**config.mk**
```make
export PLATFORM = sky130hd
export DESIGN_NAME = pbcc_seq
export DESIGN_NICKNAME = d
export VERILOG_FILES = /design/src/design/pbcc_pkg.sv /design/src/design/pbcc_seq.sv
export SDC_FILE = /design/constraint.sdc
export NUM_CORES = 1
export LEC_CHECK = 0
export BUFFER_PORTS_ARGS = -buffer_cell sky130_fd_sc_hd__buf_2
export CORE_ASPECT_RATIO = 1.75
export CORE_MARGIN = 1
export CORE_UTILIZATION = 40
export DETAILED_ROUTE_END_ITERATION = 10
export GPL_TIMING_DRIVEN = 1
export PLACE_DENSITY = 0.72
export SKIP_LAST_GASP = 1
export SLEW_MARGIN = 20
export SYNTH_ARGS = -nofsm -noshare
export SYNTH_HDL_FRONTEND = slang
export SYNTH_SLANG_ARGS = --single-unit
```
**constraint.sdc**
```tcl
create_clock -name clk -period 10.2 [get_ports clk]
set_input_delay 0 -clock clk [delete_from_list [all_inputs] [get_ports clk]]
set_output_delay 0 -clock clk [all_outputs]
set_load 0.005 [all_outputs]
```
**src/design/pbcc_pkg.sv**
```systemverilog
`timescale 1ns / 1ps
// shared types, constants and codes for the pairwise co-occurrence counter
package pbcc_pkg;

    localparam int MAX_VARS    = 32;
    localparam int COUNT_WIDTH = 16;
    localparam int LABEL_WIDTH = 8;
    localparam int VAR_W       = $clog2(MAX_VARS);
    localparam int N_W         = VAR_W + 1;
    localparam int CFG_W       = 8;
    localparam int CFG_IDX_W   = 1;

    localparam logic [N_W-1:0] NUM_MAX = N_W'(MAX_VARS);
    localparam logic [N_W-1:0] NUM_MIN = N_W'(2);

    // request codes
    localparam logic [1:0] REQ_ADD    = 2'd0;
    localparam logic [1:0] REQ_CLEAR  = 2'd1;
    localparam logic [1:0] REQ_PAIR   = 2'd2;
    localparam logic [1:0] REQ_SINGLE = 2'd3;

    // status codes
    localparam logic [1:0] STAT_OK       = 2'd0;
    localparam logic [1:0] STAT_MISMATCH = 2'd1;
    localparam logic [1:0] STAT_BAD_IDX  = 2'd2;
    localparam logic [1:0] STAT_SAT      = 2'd3;

    // configuration register indexes
    localparam logic [CFG_IDX_W-1:0] REG_NUM_VARS    = 1'b0;
    localparam logic [CFG_IDX_W-1:0] REG_CLUSTER_KEY = 1'b1;

    typedef struct packed {
        logic [1:0]             req_type;
        logic [MAX_VARS-1:0]    individual_bits;
        logic [LABEL_WIDTH-1:0] cluster_label;
        logic [VAR_W-1:0]       var_first;
        logic [VAR_W-1:0]       var_second;
        logic [1:0]             pattern;
    } req_t;

    typedef struct packed {
        logic [COUNT_WIDTH-1:0] count_value;
        logic [COUNT_WIDTH-1:0] pool_count;
        logic [1:0]             status;
    } rsp_t;

    // token walking down the cell row, bits[0] is the bit of variable k
    typedef struct packed {
        logic                valid;
        logic                clr;
        logic [N_W-1:0]      k;
        logic [N_W-1:0]      lim;
        logic [MAX_VARS-1:0] bits;
    } tok_t;

    typedef struct packed {
        logic             rd_en;
        logic [VAR_W-1:0] rd_addr;
        logic             single_clr;
    } ctl_t;

    typedef struct packed {
        logic [VAR_W-1:0] first;
        logic [1:0]       pattern;
    } sel_t;

    // the four pattern counts of one pair, indexed by 2*bit_j+bit_k
    typedef logic [3:0][COUNT_WIDTH-1:0] quad_t;

endpackage

```
**src/design/pbcc_seq.sv**
```systemverilog
`timescale 1ns / 1ps
// request sequencer: config registers, pool count, token source and replies
module pbcc_seq
(
    input  logic                             clk,
    input  logic                             rst_n,
    input  logic                             start,
    output logic                             busy,
    input  pbcc_pkg::req_t                   req,
    output logic                             done,
    output pbcc_pkg::rsp_t                   rsp,
    input  logic                             cfg_we,
    input  logic [pbcc_pkg::CFG_IDX_W-1:0]   cfg_index,
    input  logic [pbcc_pkg::CFG_W-1:0]       cfg_data,
    output pbcc_pkg::tok_t                   tok,
    output pbcc_pkg::ctl_t                   ctl,
    output logic [pbcc_pkg::MAX_VARS-1:0]    own_bits,
    output logic [pbcc_pkg::MAX_VARS-1:0]    inc_mask,
    output pbcc_pkg::sel_t                   sel,
    input  logic [pbcc_pkg::COUNT_WIDTH-1:0] pair_val,
    input  logic [pbcc_pkg::COUNT_WIDTH-1:0] single_val
);
    import pbcc_pkg::*;

    localparam logic [2:0] S_IDLE  = 3'd0;
    localparam logic [2:0] S_SWEEP = 3'd1;
    localparam logic [2:0] S_DRAIN = 3'd2;
    localparam logic [2:0] S_RADDR = 3'd3;
    localparam logic [2:0] S_RDATA = 3'd4;

    logic [2:0]             state_reg, state_next;
    logic [VAR_W-1:0]       cnt_reg, cnt_next;
    logic [N_W-1:0]         lim_reg, lim_next;
    logic                   clr_reg, clr_next;
    logic                   quiet_reg, quiet_next;
    logic [COUNT_WIDTH-1:0] pool_reg, pool_next;
    logic                   done_reg, done_next;
    rsp_t                   rsp_reg, rsp_next;
    logic [MAX_VARS-1:0]    bits_reg, bits_next;
    logic [VAR_W-1:0]       vf_reg, vf_next;
    logic [VAR_W-1:0]       vs_reg, vs_next;
    logic [1:0]             pat_reg, pat_next;
    logic                   pair_op_reg, pair_op_next;
    logic [N_W-1:0]         num_vars_reg;
    logic [LABEL_WIDTH-1:0] key_reg;
    logic [N_W-1:0]         n_act;
    logic [MAX_VARS-1:0]    nmask;
    logic                   add_ok;
    logic                   clr_req;

    always_comb
    begin
        if (num_vars_reg < NUM_MIN)
        begin
            n_act = NUM_MIN;
        end
        else if (num_vars_reg > NUM_MAX)
        begin
            n_act = NUM_MAX;
        end
        else
        begin
            n_act = num_vars_reg;
        end
    end

    always_comb
    begin
        for (int i = 0; i < MAX_VARS; i++)
        begin
            nmask[i] = (N_W'(i) < n_act);
        end
    end

    always_comb
    begin
        state_next   = state_reg;
        cnt_next     = cnt_reg;
        lim_next     = lim_reg;
        clr_next     = clr_reg;
        quiet_next   = quiet_reg;
        pool_next    = pool_reg;
        done_next    = 1'b0;
        rsp_next     = rsp_reg;
        bits_next    = bits_reg;
        vf_next      = vf_reg;
        vs_next      = vs_reg;
        pat_next     = pat_reg;
        pair_op_next = pair_op_reg;
        add_ok       = 1'b0;
        clr_req      = 1'b0;
        case (state_reg)
            S_IDLE:
            begin
                if (start)
                begin
                    vf_next              = req.var_first;
                    vs_next              = req.var_second;
                    pat_next             = req.pattern;
                    bits_next            = req.individual_bits;
                    rsp_next.count_value = '0;
                    rsp_next.pool_count  = pool_reg;
                    rsp_next.status      = STAT_OK;
                    case (req.req_type)
                        REQ_ADD:
                        begin
                            if (req.cluster_label != key_reg)
                            begin
                                done_next       = 1'b1;
                                rsp_next.status = STAT_MISMATCH;
                            end
                            else if (pool_reg == '1)
                            begin
                                done_next       = 1'b1;
                                rsp_next.status = STAT_SAT;
                            end
                            else
                            begin
                                add_ok     = 1'b1;
                                pool_next  = pool_reg + COUNT_WIDTH'(1);
                                lim_next   = n_act;
                                clr_next   = 1'b0;
                                cnt_next   = '0;
                                state_next = S_SWEEP;
                            end
                        end
                        REQ_CLEAR:
                        begin
                            clr_req    = 1'b1;
                            pool_next  = '0;
                            lim_next   = NUM_MAX;
                            clr_next   = 1'b1;
                            cnt_next   = '0;
                            state_next = S_SWEEP;
                        end
                        REQ_PAIR:
                        begin
                            if ((req.var_first < req.var_second) &&
                                ({1'b0, req.var_second} < n_act))
                            begin
                                pair_op_next = 1'b1;
                                state_next   = S_RADDR;
                            end
                            else
                            begin
                                done_next       = 1'b1;
                                rsp_next.status = STAT_BAD_IDX;
                            end
                        end
                        default:
                        begin
                            if ({1'b0, req.var_first} < n_act)
                            begin
                                pair_op_next = 1'b0;
                                state_next   = S_RDATA;
                            end
                            else
                            begin
                                done_next       = 1'b1;
                                rsp_next.status = STAT_BAD_IDX;
                            end
                        end
                    endcase
                end
            end
            S_SWEEP:
            begin
                if ({1'b0, cnt_reg} == (lim_reg - N_W'(2)))
                begin
                    cnt_next   = '0;
                    state_next = S_DRAIN;
                end
                else
                begin
                    cnt_next = cnt_reg + VAR_W'(1);
                end
            end
            S_DRAIN:
            begin
                // last token still has its read and write stages to pass
                if (cnt_reg == VAR_W'(2))
                begin
                    done_next            = !quiet_reg;
                    quiet_next           = 1'b0;
                    rsp_next.count_value = '0;
                    rsp_next.pool_count  = pool_reg;
                    rsp_next.status      = STAT_OK;
                    state_next           = S_IDLE;
                end
                else
                begin
                    cnt_next = cnt_reg + VAR_W'(1);
                end
            end
            S_RADDR:
            begin
                state_next = S_RDATA;
            end
            S_RDATA:
            begin
                done_next            = 1'b1;
                rsp_next.count_value = pair_op_reg ? pair_val : single_val;
                rsp_next.pool_count  = pool_reg;
                rsp_next.status      = STAT_OK;
                state_next           = S_IDLE;
            end
            default:
            begin
                state_next = S_IDLE;
            end
        endcase
    end

    // after reset the row runs a clearing sweep with no reply
    always_ff @(posedge clk or negedge rst_n)
    begin
        if (!rst_n)
        begin
            state_reg    <= S_SWEEP;
            cnt_reg      <= '0;
            lim_reg      <= NUM_MAX;
            clr_reg      <= 1'b1;
            quiet_reg    <= 1'b1;
            pool_reg     <= '0;
            done_reg     <= 1'b0;
            num_vars_reg <= NUM_MAX;
            key_reg      <= '0;
        end
        else
        begin
            state_reg <= state_next;
            cnt_reg   <= cnt_next;
            lim_reg   <= lim_next;
            clr_reg   <= clr_next;
            quiet_reg <= quiet_next;
            pool_reg  <= pool_next;
            done_reg  <= done_next;
            if (cfg_we)
            begin
                case (cfg_index)
                    REG_NUM_VARS:    num_vars_reg <= cfg_data[N_W-1:0];
                    REG_CLUSTER_KEY: key_reg      <= cfg_data[LABEL_WIDTH-1:0];
                    default:         key_reg      <= key_reg;
                endcase
            end
        end
    end

    always_ff @(posedge clk)
    begin
        rsp_reg     <= rsp_next;
        bits_reg    <= bits_next;
        vf_reg      <= vf_next;
        vs_reg      <= vs_next;
        pat_reg     <= pat_next;
        pair_op_reg <= pair_op_next;
    end

    always_comb
    begin
        tok.valid = (state_reg == S_SWEEP);
        tok.clr   = clr_reg;
        tok.k     = {1'b0, cnt_reg} + N_W'(1);
        tok.lim   = lim_reg;
        tok.bits  = bits_reg >> ({1'b0, cnt_reg} + N_W'(1));
    end

    assign ctl.rd_en      = (state_reg == S_RADDR);
    assign ctl.rd_addr    = vs_reg;
    assign ctl.single_clr = clr_req;
    assign own_bits       = bits_reg;
    assign inc_mask       = add_ok ? (req.individual_bits & nmask) : '0;
    assign sel.first      = vf_reg;
    assign sel.pattern    = pat_reg;
    assign busy           = (state_reg != S_IDLE);
    assign done           = done_reg;
    assign rsp            = rsp_reg;

endmodule

```
# Word level (Yosys, flattened, before mapping)
# Index checks and enable logic that the tools add are counted.
# totals
register_bits	126
input_bits	99
out_inout_bits	160
wordCells	159
# op_classes
add_sub_neg	4
magnitude_cmp	37
eq_ne	22
n_shift	1
muxes	56
n_bitwise	3
reduce_logical	19
# ops
op	count
34-bit one-hot mux with 3 select lines	1
5-bit by 6-bit < comparator with 1-bit output (first input constant)	16
34-bit two-way mux	2
4-bit by 6-bit < comparator with 1-bit output (first input constant)	8
16-bit two-way mux	3
32-bit AND	1
32-bit two-way mux	1
16-bit one-hot mux with 2 select lines	1
32-bit by 6-bit right shift with 32-bit output	1
5-bit two-way mux	5
3-bit by 6-bit < comparator with 1-bit output (first input constant)	4
6-bit two-way mux	4
3-bit two-way mux	7
1-bit two-way mux	18
16-bit by 1-bit adder with 16-bit output (second input constant)	1
16-bit equality test (second input constant)	1
5-bit one-hot mux with 3 select lines	1
1-bit by 6-bit < comparator with 1-bit output (first input constant)	2
2-bit by 6-bit < comparator with 1-bit output (first input constant)	2
5-bit by 6-bit < comparator with 1-bit output	2
2-bit inequality test (second input constant)	6
3-bit one-hot mux with 4 select lines	1
6-bit one-hot mux with 2 select lines	1
5-bit one-hot mux with 2 select lines	1
other kinds (36)	52

# Longest topological paths before layout
# Gate-level depths: netlist (run 1).
# depth
word_depth	9
depth_mapped	10
depth_no_buf	9

# Least setup slack after synthesis (run 1)
# OpenSTA, ideal clock, no wires.
# synth_timing
kind	reg2reg
startpoint	register cnt_reg[0]
endpoint	register rsp_reg, in the netlist rsp[0] (enable)
setup_ps	436
arrival_time_ps	3302
t_required_ps	9764
slack_ps	6461
stages_incl_launch_ff	8
n_path_buf	2
synth_period_minus_slack_ps	3739
cell_sequence	dfrtp_1 > buf_4 > buf_4 > inv_1 > ha_1 > nor4b_1 > nand3b_1 > a21oi_1
# synth_via
elab_chain_len	3
# synth_lines
item	line	text
start, declared	pbcc_seq.sv:32	logic [VAR_W-1:0] cnt_reg, cnt_next;
start signal, assigned	pbcc_seq.sv:232	cnt_reg <= cnt_next;
5-bit by 2-bit equality test with 1-bit output	pbcc_seq.sv:181	if (cnt_reg == VAR_W'(2))
2-bit inequality test (no line)	n/a	
3-bit AND reduction (no line)	n/a	
end signal, assigned	pbcc_seq.sv:251	rsp_reg <= rsp_next;
end, declared	pbcc_seq.sv:38	rsp_t rsp_reg, rsp_next;
# Every way passes these cells.
# A chain may end at the register's enable or synchronous reset.

==> summary.md, run 1 <==
| Metric | Value |
|---|---|
| Status | complete, no violations |
| FF+latch count, synth | 126 |
| Yosys warning total | 0 |
| Drt via density | 5.57 |
| Fin crit period | 3.47 ns |
| Slowest stage cell, crit path | clkinv_1 |
| Post-CTS Resized | 0 |
| Proportion of layout cells with a drive suffix above 1 | 33.9% |
| Worst Setup End Kind | primary output |
| Routability Congestion | 0.944 |
| Cells after Synth | 741 |
| Met2 Use GR | 43.6% |
| Core Rows | 67 |
| Syn Std Cell Area | 7840 µm² |
| Crit path largest cell delay | 1.05 ns |
| Most common cell in the netlist | nand2_1 |
| Hold Path Class | primary input to flop |
| Final global-route overflow total | 0 |
| Synth unique cells | 70 |
| Vias in the first global route | 7258 |
| Met3 Track Usage GR | 4.56% |
| Arrival time at the worst endpoint | 3.47 ns |
| Worst-Skew Late Latency | 0.42 ns |
| Crit path setup slack, layout | 6.73 ns |
| Final core area utilization | 55.7% |
| Buffer depth of the longest clock path | 2 |
| DRT iter0 DRCs | 438 |
| Worst-path clk slew | 0.06 ns |
| Post-synthesis sequential area ratio | 45.4% |
| Total CTS buffers | 17 |
| Final setup fails | 0 |
| CP Class | flop to primary output |
| Final Max Tran Viols | 0 |
| Reg2Reg Setup Slack | 6.93 ns |
| Clock sink total | 126 |
| CP delay by family, top | buffers and inverters |
| Synth top area share | 30.3% |
| Max reg flops | 34 |
| Cell mode on critical path | nor2_1 |
| Fin nets | 1176 |
| Drt first pass iters | 5 |
| Die area | 20200 µm² |
| RSZ-0062 raised after global routing | no |
| WL per Instance | 19.2 µm |
| Root Driver | clkbuf_16 |
| WP depth | 7 |
| IO Port Bufs | 257 |
| Met1 track demand over resource | 27.9% |
| Worst R2R Start | num_vars_reg[2] |
| DR DRC count | 0 |
| Max Freq | 0.288 GHz |
| Syn Nets | 861 |
| MaxCap Viol Count | 0 |
| R2R Path End | rsp[1] |
| Area leader, netlist | edfxtp_1 |
| Final setup TNS | 0 ns |
| Synth top area cells | edfxtp_1 30%, dfrtp_1 13%, mux4_2 7.2% |
| Period utilization | 34.0% |
| Largest net degree at the start of global routing | 49 |
| Wirelength, routed | 25300 µm |
| Number of flops mapped to enable cells by yosys | 79 |
| Pwr dens | 252 nW/µm² |
| Mean Syn Cell Area | 10.6 µm² |
| Crit path from | cnt_reg[2] |
| Gr busiest metal | met2 |
| I/O pin total | 259 |
| Die Span X | 108 µm |
| Setup Skew | 0.00867 ns |
| R2R depth | 9 |
| Place WS | 6.76 ns |
| CP startpoint kind | flop |
| Static leakage | 4.67 nW |
| Detailed placer's ending HPWL | 18600 µm |
| Post-CTS setup buffer count | 0 |
| Buffers & Inverters on Critical Path | 2 |
| Crit-path max FO | 34 |
| Height of the die | 187 µm |
| Main synth FF type | edfxtp_1 |
| CP cell instances | clkinv_1 > mux2_2 > nor2_1 > a31oi_1 > nor2_1 > a21oi_1 > buf_2 |
| Core Area | 19200 µm² |
| Max_slew headroom | 30.9% |
| Initial antenna violation count | 3 |
| CTS tree | built |
| Share of synthesized registers carrying an async set or reset | 37.3% |
| Worst Path Required | 10.20 ns |
| H-tree Lvls | 4 |
| Least-Margin Pin Slew | 1.04 ns |
| Commonest cells post-synth | 84 x nand2_1, 79 x edfxtp_1, 65 x nor2_1 |
| GR Util All Layers | 25.5% |
| Peak supply drop | 150 µV |
| Area Growth Syn to Fin | 36.4% |
| Global-route wire length before repair | 38700 µm |
| FILL cells | 1681 |
| Final hold vios | 0 |
| CP Capture Point | tok[1] |
| Via count | 7312 |
| Starting Density | 40.8% |
| Post-route antenna net violation count | 0 |
==> final cells by class <==
type | instances | area, µm² | area share [%]
flip-flops and latches | 126 | 3560 | 33.3
clock inverters | 12 | 145 | 1.36
diodes | 3 | 7.51 | 0.0702
repair buffers | 348 | 2200 | 20.6
multi-input cells | 540 | 3950 | 37.0
clock buffers | 20 | 437 | 4.09
well taps | 241 | 302 | 2.82
inverters | 23 | 86.3 | 0.808
==> power breakdown <==
group | switching [mW] | internal (mW)
registers | 0.156 | 0.707
clock network | 0.224 | 0.381
logic | 0.646 | 0.578
==> worst min-delay path by stage <==
stage / from / endpoint / cells past startpoint
2_1_floorplan: rst_n / cnt_reg[0] / 0
3_3_place_gp: rst_n / pool_reg[6] / 2
3_5_place_dp: rst_n / pool_reg[6] / 2
4_1_cts: start / state_reg[1] / 3
5_1_grt: req[53] / state_reg[1] / 4
6_report: cfg_index / num_vars_reg[5] / 3
==> what timing repair did <==
action	in CTS	in global routing
hold endpoints to repair	116	0
setup endpoints to repair	0	0
hold buffers	85	0
==> logic make-up after synthesis <==
| family | share of synthesized area, % |
|---|---|
| buffers and inverters | 4.33 |
| other | 0.0479 |
| DFF | 45.4 |
| and+or+nand+nor | 19.7 |
| AOI/OAI and AO/OA | 11.1 |
| muxes | 13.9 |
| adders and majority gates | 3.35 |
| xor gates and xnor gates | 2.24 |
==> metal layers <==
layer  wire length (µm)  vias to the layer above
met5                  0                        -
met1               9340                     3492
met3               1330                      100
li1                   -                     3383
met2              13000                      337
met4               1610                        0
==> placed cells by master (no fill, tap or decap), types with 6 or more instances in the layout <==
master         synthesis  final
buf_2                 10    257
dfrtp_1               42     41
xnor2_1               16     16
edfxtp_1              79     79
inv_1                 22     21
nand2_1               84     84
nor3_1                19     19
nor2b_1               13     13
nand3_1               15     15
nor3b_1               11     11
nand4_1                9      9
mux2i_1               31     31
o22ai_1                6      6
nor2_1                65     65
clkbuf_16              0     17
mux2_2                19     19
nand3b_1               7      7
ha_1                  21     21
mux4_2                25     25
o21ai_0               39     39
nor4_1                12     12
nand2b_1               8      8
and3_1                15     15
a21oi_1               27     26
and2_1                 6      6
dlygate4sd3_1          0     85
==> worst reg2reg max path, cell delays in order (launching register included) <==
cell	delay, ns
dfrtp_1	0.51
nor3_1	0.27
or2_2	0.22
nand2b_1	0.10
ha_1	0.21
nor4_1	0.33
nor3_1	0.12
o41ai_1	0.81
nor2b_1	0.30
a221oi_1	0.12
==> through the flow <==
step / hold slack [ns] / power [mW] / instance area (µm²) / std cells
after floorplan: -0.296 / 1.60 / 7840 / 741
after global placement: 0.149 / 2.03 / 9220 / 1192
after detailed placement: 0.160 / 2.05 / 9220 / 1192
after CTS: 0.0687 / 2.68 / 10700 / 1309
after global routing: 0.108 / 2.85 / 10700 / 1313
final: 0.0958 / 2.69 / 10700 / 1313
No activity file was read; power rests on OpenSTA's default activity.
==> inputs of run 2 (changes only) <==
==> constraint.sdc (replaced) <==
create_clock -name clk -period 3.3 [get_ports clk]
set_input_delay 0 -clock clk [delete_from_list [all_inputs] [get_ports clk]]
set_output_delay 0 -clock clk [all_outputs]
set_load 0.005 [all_outputs]
==> summary.md, run 2 (synthesis results as in run 1) <==
| Metric | Value |
|---|---|
| Die area | 20200 µm² (unchanged) |
| Routability Congestion | 0.946 (was 0.944) |
| Static leakage | 4.73 nW (was 4.67 nW) |
| Detailed placer's ending HPWL | 18600 µm (about the same) |
| Internal power | 5.19 mW (was 1.67 mW) |
| IO Port Bufs | 257 (unchanged) |
| Power share of the clock group | 23.2% (was 22.5%) |
| Total CTS buffers | 17 (unchanged) |
| Slowest stage cell, crit path | o41ai_1 (was clkinv_1) |
| Drt first pass iters | 5 (unchanged) |
| Starting Density | 40.8% (unchanged) |
| CP Class | flop to flop (was flop to primary output) |
| Post-CTS Resized | 0 (unchanged) |
| Arrival time at the worst endpoint | 3.08 ns (was 3.47 ns) |
| Core Rows | 67 (unchanged) |
| DRT iter0 DRCs | 547 (was 438) |
| Final setup TNS | 0 ns (unchanged) |
| Hold Crit Start | req[53] (was cfg_index) |
| Peak supply drop | 440 µV (was 150 µV) |
| Most common cell after layout, fill and taps aside | buf_2 (unchanged) |
| Least-Margin Pin Slew | 1.03 ns (was 1.04 ns) |
| Core Area | 19200 µm² (unchanged) |
| Hold Path Class | primary input to flop (unchanged) |
| CP cell instances | nor3_1 > or2_2 > nand2b_1 > ha_1 > nor4_1 > nor3_1 > o41ai_1 > nor2b_1 > a221oi_1 (was clkinv_1 > mux2_2 > nor2_1 > a31oi_1 > nor2_1 > a21oi_1 > buf_2) |
| I/O pin total | 259 (unchanged) |
| Proportion of layout cells with a drive suffix above 1 | 34.8% (was 33.9%) |
| Post-route antenna net violation count | 0 (unchanged) |
| Global-route wire length before repair | 39000 µm (was 38700 µm) |
| Vias in the first global route | 7138 (was 7258) |
| Max reg flops | 34 (unchanged) |
| Commonest cells after routing, fill and taps aside | 257 x buf_2, 85 x dlygate4sd3_1, 84 x nand2_1 (unchanged) |
| Wirelength, routed | 25300 µm (about the same) |
| Placed cell count | 1200 (was 1192) |
| CP startpoint kind | flop (unchanged) |
| GR Util All Layers | 25.5% (about the same) |
| WL per Instance | 19.2 µm (about the same) |
| Via count | 7412 (was 7312) |
| Initial antenna violation count | 0 (was 3) |
| Worst R2R Start | num_vars_reg[4] (was num_vars_reg[2]) |
| Buffer depth of the longest clock path | 2 (unchanged) |
| Ant. Diodes | 0 (was 3) |
| DR DRC count | 0 (unchanged) |
| Finished Layout Cells | 1317 (was 1313) |
| Drt via density | 5.63 (was 5.57) |
| Max Freq | 0.341 GHz |
| Worst-Skew Late Latency | 0.42 ns (about the same) |
| Status | complete, no violations (unchanged) |
| Worst Setup End Kind | flop (was primary output) |
| Comb power frac | 46.5% (was 45.5%) |
| Height of the die | 187 µm (unchanged) |
| Period utilization | 88.9% |
| Cell area after placement | 9280 µm² (was 9220 µm²) |
| Crit path from | num_vars_reg[4] (was cnt_reg[2]) |
| Worst Path Required | 3.45 ns (was 10.20 ns) |
| Crit path largest cell delay | 0.60 ns (was 1.05 ns) |
| Sw Share | 38.3% (was 38.1%) |
| Area Growth Syn to Fin | 37.2% (was 36.4%) |
| Crit-path max FO | 10 (was 34) |
| Clock sink total | 126 (unchanged) |
| Final hold vios | 0 (unchanged) |
| Flop pwr share | 30.3% (was 32.1%) |
| Final global-route overflow total | 0 (unchanged) |
| Worst-path clk slew | 0.06 ns (about the same) |
| Pwr dens | 782 nW/µm² (was 252 nW/µm²) |
| Cell mode on critical path | nor3_1 (was nor2_1) |
| Psw | 3.22 mW (was 1.03 mW) |
| Root Driver | clkbuf_16 (unchanged) |
| Final Max Tran Viols | 0 (unchanged) |
| Largest net degree at the start of global routing | 46 (was 49) |
| Setup Skew | 0.00818 ns (was 0.00867 ns) |
| MaxCap Viol Count | 0 (unchanged) |
| Fin crit period | 2.93 ns |
| Max_slew headroom | 31.1% (was 30.9%) |
| Pwr Total | 8.41 mW (was 2.69 mW) |
| RSZ-0062 raised after global routing | no (unchanged) |
| Fin nets | 1183 (was 1176) |
| Die Span X | 108 µm (unchanged) |
| CTS tree | built (unchanged) |
| Final setup fails | 0 (unchanged) |
| H-tree Lvls | 4 (unchanged) |
| Fin area | 10800 µm² (was 10700 µm²) |
==> run 2: timing repair <==
| item | in CTS | in global routing |
|---|---|---|
| endpoints found under the hold margin | 101 | 0 |
| setup buffers | 0 | 0 |
| hold buffers | 85 | 0 |
| setup endpoints to repair | 0 | 0 |
==> run 2: power groups by stage <==
| stage | combinational (mW) | clock [mW] | sequential (mW) |
|---|---|---|---|
| 3_3_place_gp | 3.75 | 0 | 2.55 |
| 3_5_place_dp | 3.79 | 0 | 2.57 |
| 5_1_grt | 4.28 | 2.04 | 2.59 |
| 6_report | 3.91 | 1.95 | 2.55 |
| 2_1_floorplan | 2.48 | 0 | 2.46 |
| 4_1_cts | 3.89 | 1.98 | 2.54 |
==> run 2: final cells by class <==
| cell class | count | area (µm²) |
|---|---|---|
| well taps | 241 | 302 |
| inverters | 23 | 86.3 |
| clock buffers | 19 | 475 |
| clock inverters | 13 | 146 |
| repair buffers | 355 | 2230 |
| flip-flops and latches | 126 | 3560 |
| multi-input cells | 540 | 3950 |
| fillers | 1650 | 8440 |
==> run 2: path summary, 6_finish.rpt <==
kind / end / slack, ns / cells after the start
min: state_reg[1] / 0.07 / 4
max in group asynchronous: clr_reg / 2.32 / 3
max: rsp[1] / 0.37 / 9
min in group asynchronous: pool_reg[6] / 0.19 / 2
min reg2reg: quiet_reg / 0.46 / 1
max reg2reg: rsp[1] / 0.37 / 9
==> run 2: stage by stage <==
stage | hold WS (ns) | worst slack (ns) | utilization [%]
detailed placement | 0.111 | 0.478 | 48.3
global route | 0.0967 | 0.186 | 56.0
CTS | 0.0582 | 0.455 | 56.0
floorplan | -0.296 | 0.205 | -
finish | 0.0703 | 0.368 | 56.0
global placement | 0.111 | 0.559 | 48.3
==> run 2: layer usage <==
layer	wire, µm	part of all wire (%)	track usage, %	vias to the layer above
li1	-	-	-	3402
met1	9290	37	28.9	3572
met2	13400	53	45.2	365
met3	1500	5.9	3.66	73
met4	1070	4.2	13.6	0
met5	0	0	0	-
==> run 2: critical path, delay by kind of cell, from the launching register on <==
family	cells	cell delay, ns
and+or+nand+nor	6	1.25
AOI/OAI and AO/OA	2	0.74
DFF	1	0.48
adders and majority gates	1	0.20
==> inputs of run 3 (changes only) <==
==> constraint.sdc (replaced) <==
create_clock -name clk -period 3.2 [get_ports clk]
set_input_delay 0 -clock clk [delete_from_list [all_inputs] [get_ports clk]]
set_output_delay 0 -clock clk [all_outputs]
set_load 0.005 [all_outputs]
==> summary.md, run 3 (synthesis results as in run 1) <==
| Metric | Value |
|---|---|
| Starting Density | 40.8% (unchanged) |
| Commonest cells after routing, fill and taps aside | 256 x buf_2, 85 x dlygate4sd3_1, 84 x nand2_1 (was 257 x buf_2, 85 x dlygate4sd3_1, 84 x nand2_1) |
| Hold Path Class | primary input to flop (unchanged) |
| RSZ-0062 raised after global routing | no (unchanged) |
| Initial antenna violation count | 0 (unchanged) |
| Status | complete, no violations (unchanged) |
| Core Area | 19200 µm² (unchanged) |
| Buffers & Inverters on Critical Path | 0 (unchanged) |
| Peak supply drop | 510 µV (was 440 µV) |
| Finished Layout Cells | 1320 (was 1317) |
| Least-Margin Pin Slew | 0.975 ns (was 1.03 ns) |
| Die area | 20200 µm² (unchanged) |
| Crit path setup slack, layout | 0.304 ns (was 0.368 ns) |
| CP cell instances | nor3_1 > or2_2 > nand2b_1 > ha_1 > nor4_1 > nor3_1 > o41ai_1 > nor2b_1 > a221oi_1 (unchanged) |
| Worst-path clk slew | 0.06 ns (about the same) |
| Area Growth Syn to Fin | 37.0% (was 37.2%) |
| IO Port Bufs | 257 (unchanged) |
| Via count | 7433 (was 7412) |
| CP startpoint kind | flop (unchanged) |
| Wirelength, routed | 25600 µm (was 25300 µm) |
| Detailed placer's ending HPWL | 18900 µm (was 18600 µm) |
| Worst Path Required | 3.34 ns (was 3.45 ns) |
| Pwr dens | 798 nW/µm² (was 782 nW/µm²) |
| Fin area | 10700 µm² (was 10800 µm²) |
| Place WS | 0.366 ns (was 0.478 ns) |
| Largest net degree at the start of global routing | 48 (was 46) |
| Final setup TNS | 0 ns (unchanged) |
| Worst-Skew Late Latency | 0.42 ns (about the same) |
| DRT iter0 DRCs | 569 (was 547) |
| Root Driver | clkbuf_16 (unchanged) |
| Most common cell after layout, fill and taps aside | buf_2 (unchanged) |
| Final hold vios | 0 (unchanged) |
| Cell mode on critical path | nor3_1 (unchanged) |
| Crit path largest cell delay | 0.56 ns (was 0.60 ns) |
| Routability Congestion | 0.982 (was 0.946) |
| Total CTS buffers | 17 (unchanged) |
| Height of the die | 187 µm (unchanged) |
| CTS tree | built (unchanged) |
| H-tree Lvls | 4 (unchanged) |
| Post-route antenna net violation count | 0 (unchanged) |
| Die Span X | 108 µm (unchanged) |
| Cell area after placement | 9300 µm² (was 9280 µm²) |
| Global-route wire length before repair | 39400 µm (was 39000 µm) |
| Ant. Diodes | 0 (unchanged) |
| Proportion of layout cells with a drive suffix above 1 | 34.6% (was 34.8%) |
| Final setup fails | 0 (unchanged) |
| I/O pin total | 259 (unchanged) |
| Post-CTS Resized | 0 (unchanged) |
| GR Util All Layers | 26.0% (was 25.5%) |
| Buffer depth of the longest clock path | 2 (unchanged) |
| Vias in the first global route | 7192 (was 7138) |
| Arrival time at the worst endpoint | 3.04 ns (was 3.08 ns) |
| Period utilization | 90.5% (was 88.9%) |
| Core Rows | 67 (unchanged) |
| Final global-route overflow total | 0 (unchanged) |
| CP delay by family, top | simple AND/OR/NAND/NOR gates (unchanged) |
| Max_slew headroom | 35.0% (was 31.1%) |
| DR DRC count | 0 (unchanged) |
| Static leakage | 4.73 nW (about the same) |
| Fin nets | 1186 (was 1183) |
| Worst Setup End Kind | flop (unchanged) |
| MaxCap Viol Count | 0 (unchanged) |
| Setup Skew | 0.0112 ns (was 0.00818 ns) |
| CP Class | flop to flop (unchanged) |
| Post-CTS setup buffer count | 0 (unchanged) |
| Fin crit period | 2.90 ns (was 2.93 ns) |
| Placed cell count | 1203 (was 1200) |
| WL per Instance | 19.4 µm (was 19.2 µm) |
| Crit-path max FO | 10 (unchanged) |
| Drt first pass iters | 5 (unchanged) |
| Drt via density | 5.63 (about the same) |
| Max Freq | 0.345 GHz (was 0.341 GHz) |
| Slowest stage cell, crit path | o41ai_1 (unchanged) |
| Max reg flops | 34 (unchanged) |
| Clock sink total | 126 (unchanged) |
| Final Max Tran Viols | 0 (unchanged) |
-- run 3: cell count changes in the layout (fill, tap and decap cells not counted), moves of 2 or more --
cell / change
inv_6: -3
clkinv_2: +2
buf_4: +4
clkbuf_1: +3
clkinv_4: -2
-- run 3: worst paths after layout --
| path | start | to | slack (ns) | cells past startpoint |
|---|---|---|---|---|
| setup / recovery | num_vars_reg[4] | rsp[1] | 0.30 | 9 |
| hold / removal | req[53] | pair_op_reg | 0.05 | 2 |
| setup reg to reg | num_vars_reg[4] | rsp[1] | 0.30 | 9 |
| hold reg to reg | quiet_reg | quiet_reg | 0.46 | 1 |
| max in group asynchronous | rst_n | cnt_reg[0] | 2.57 | 2 |
| min in group asynchronous | rst_n | pool_reg[6] | 0.13 | 2 |
-- run 3: metal layers --
layer  wire [µm]  part of all wire (%)  up-vias  track usage, %
met1        9090                    36     3561            28.9
li1            -                     -     3408               -
met2       13400                    53      380            45.6
met3        1740                   6.8       84            4.67
met4        1310                   5.1        0            14.9
met5           0                     0        -               0
-- run 3: final cells by class --
type	instances	area, µm²
clock buffer	23	500
multi-input combinational	540	3950
tap	241	302
fill	1697	8460
inverter	23	86.3
sequential	126	3560
timing repair buffer	358	2260
clock inverter	9	78.8
-- run 3: power breakdown --
| part | total, mW | internal [mW] | switching (mW) |
|---|---|---|---|
| Clock | 1.88 | 1.18 | 0.700 |
| Combinational | 4.04 | 1.86 | 2.18 |
| Sequential | 2.64 | 2.26 | 0.387 |
| Total | 8.56 | 5.30 | 3.27 |
-- run 3: worst reg2reg max path, stage by stage, from the launching register on --
cell and delay, ns:
dfrtp_1 0.49, nor3_1 0.23, or2_2 0.21, nand2b_1 0.10, ha_1 0.20, nor4_1 0.29
nor3_1 0.12, o41ai_1 0.56, nor2b_1 0.29, a221oi_1 0.14
-- run 3: timing repair --
action / in CTS / in global routing
hold buffers: 85 / 0
setup endpoints to repair: 0 / 0
endpoints found under the hold margin: 116 / 0
-- run 3: per-stage QoR --
step	hold slack [ns]	power [mW]	util [%]
6_report	0.0544	8.56	55.9
5_1_grt	0.0547	9.11	55.9
4_1_cts	0.0378	8.59	55.9
3_5_place_dp	0.178	6.59	48.5
3_3_place_gp	0.176	6.51	48.5
2_1_floorplan	-0.296	5.09	-
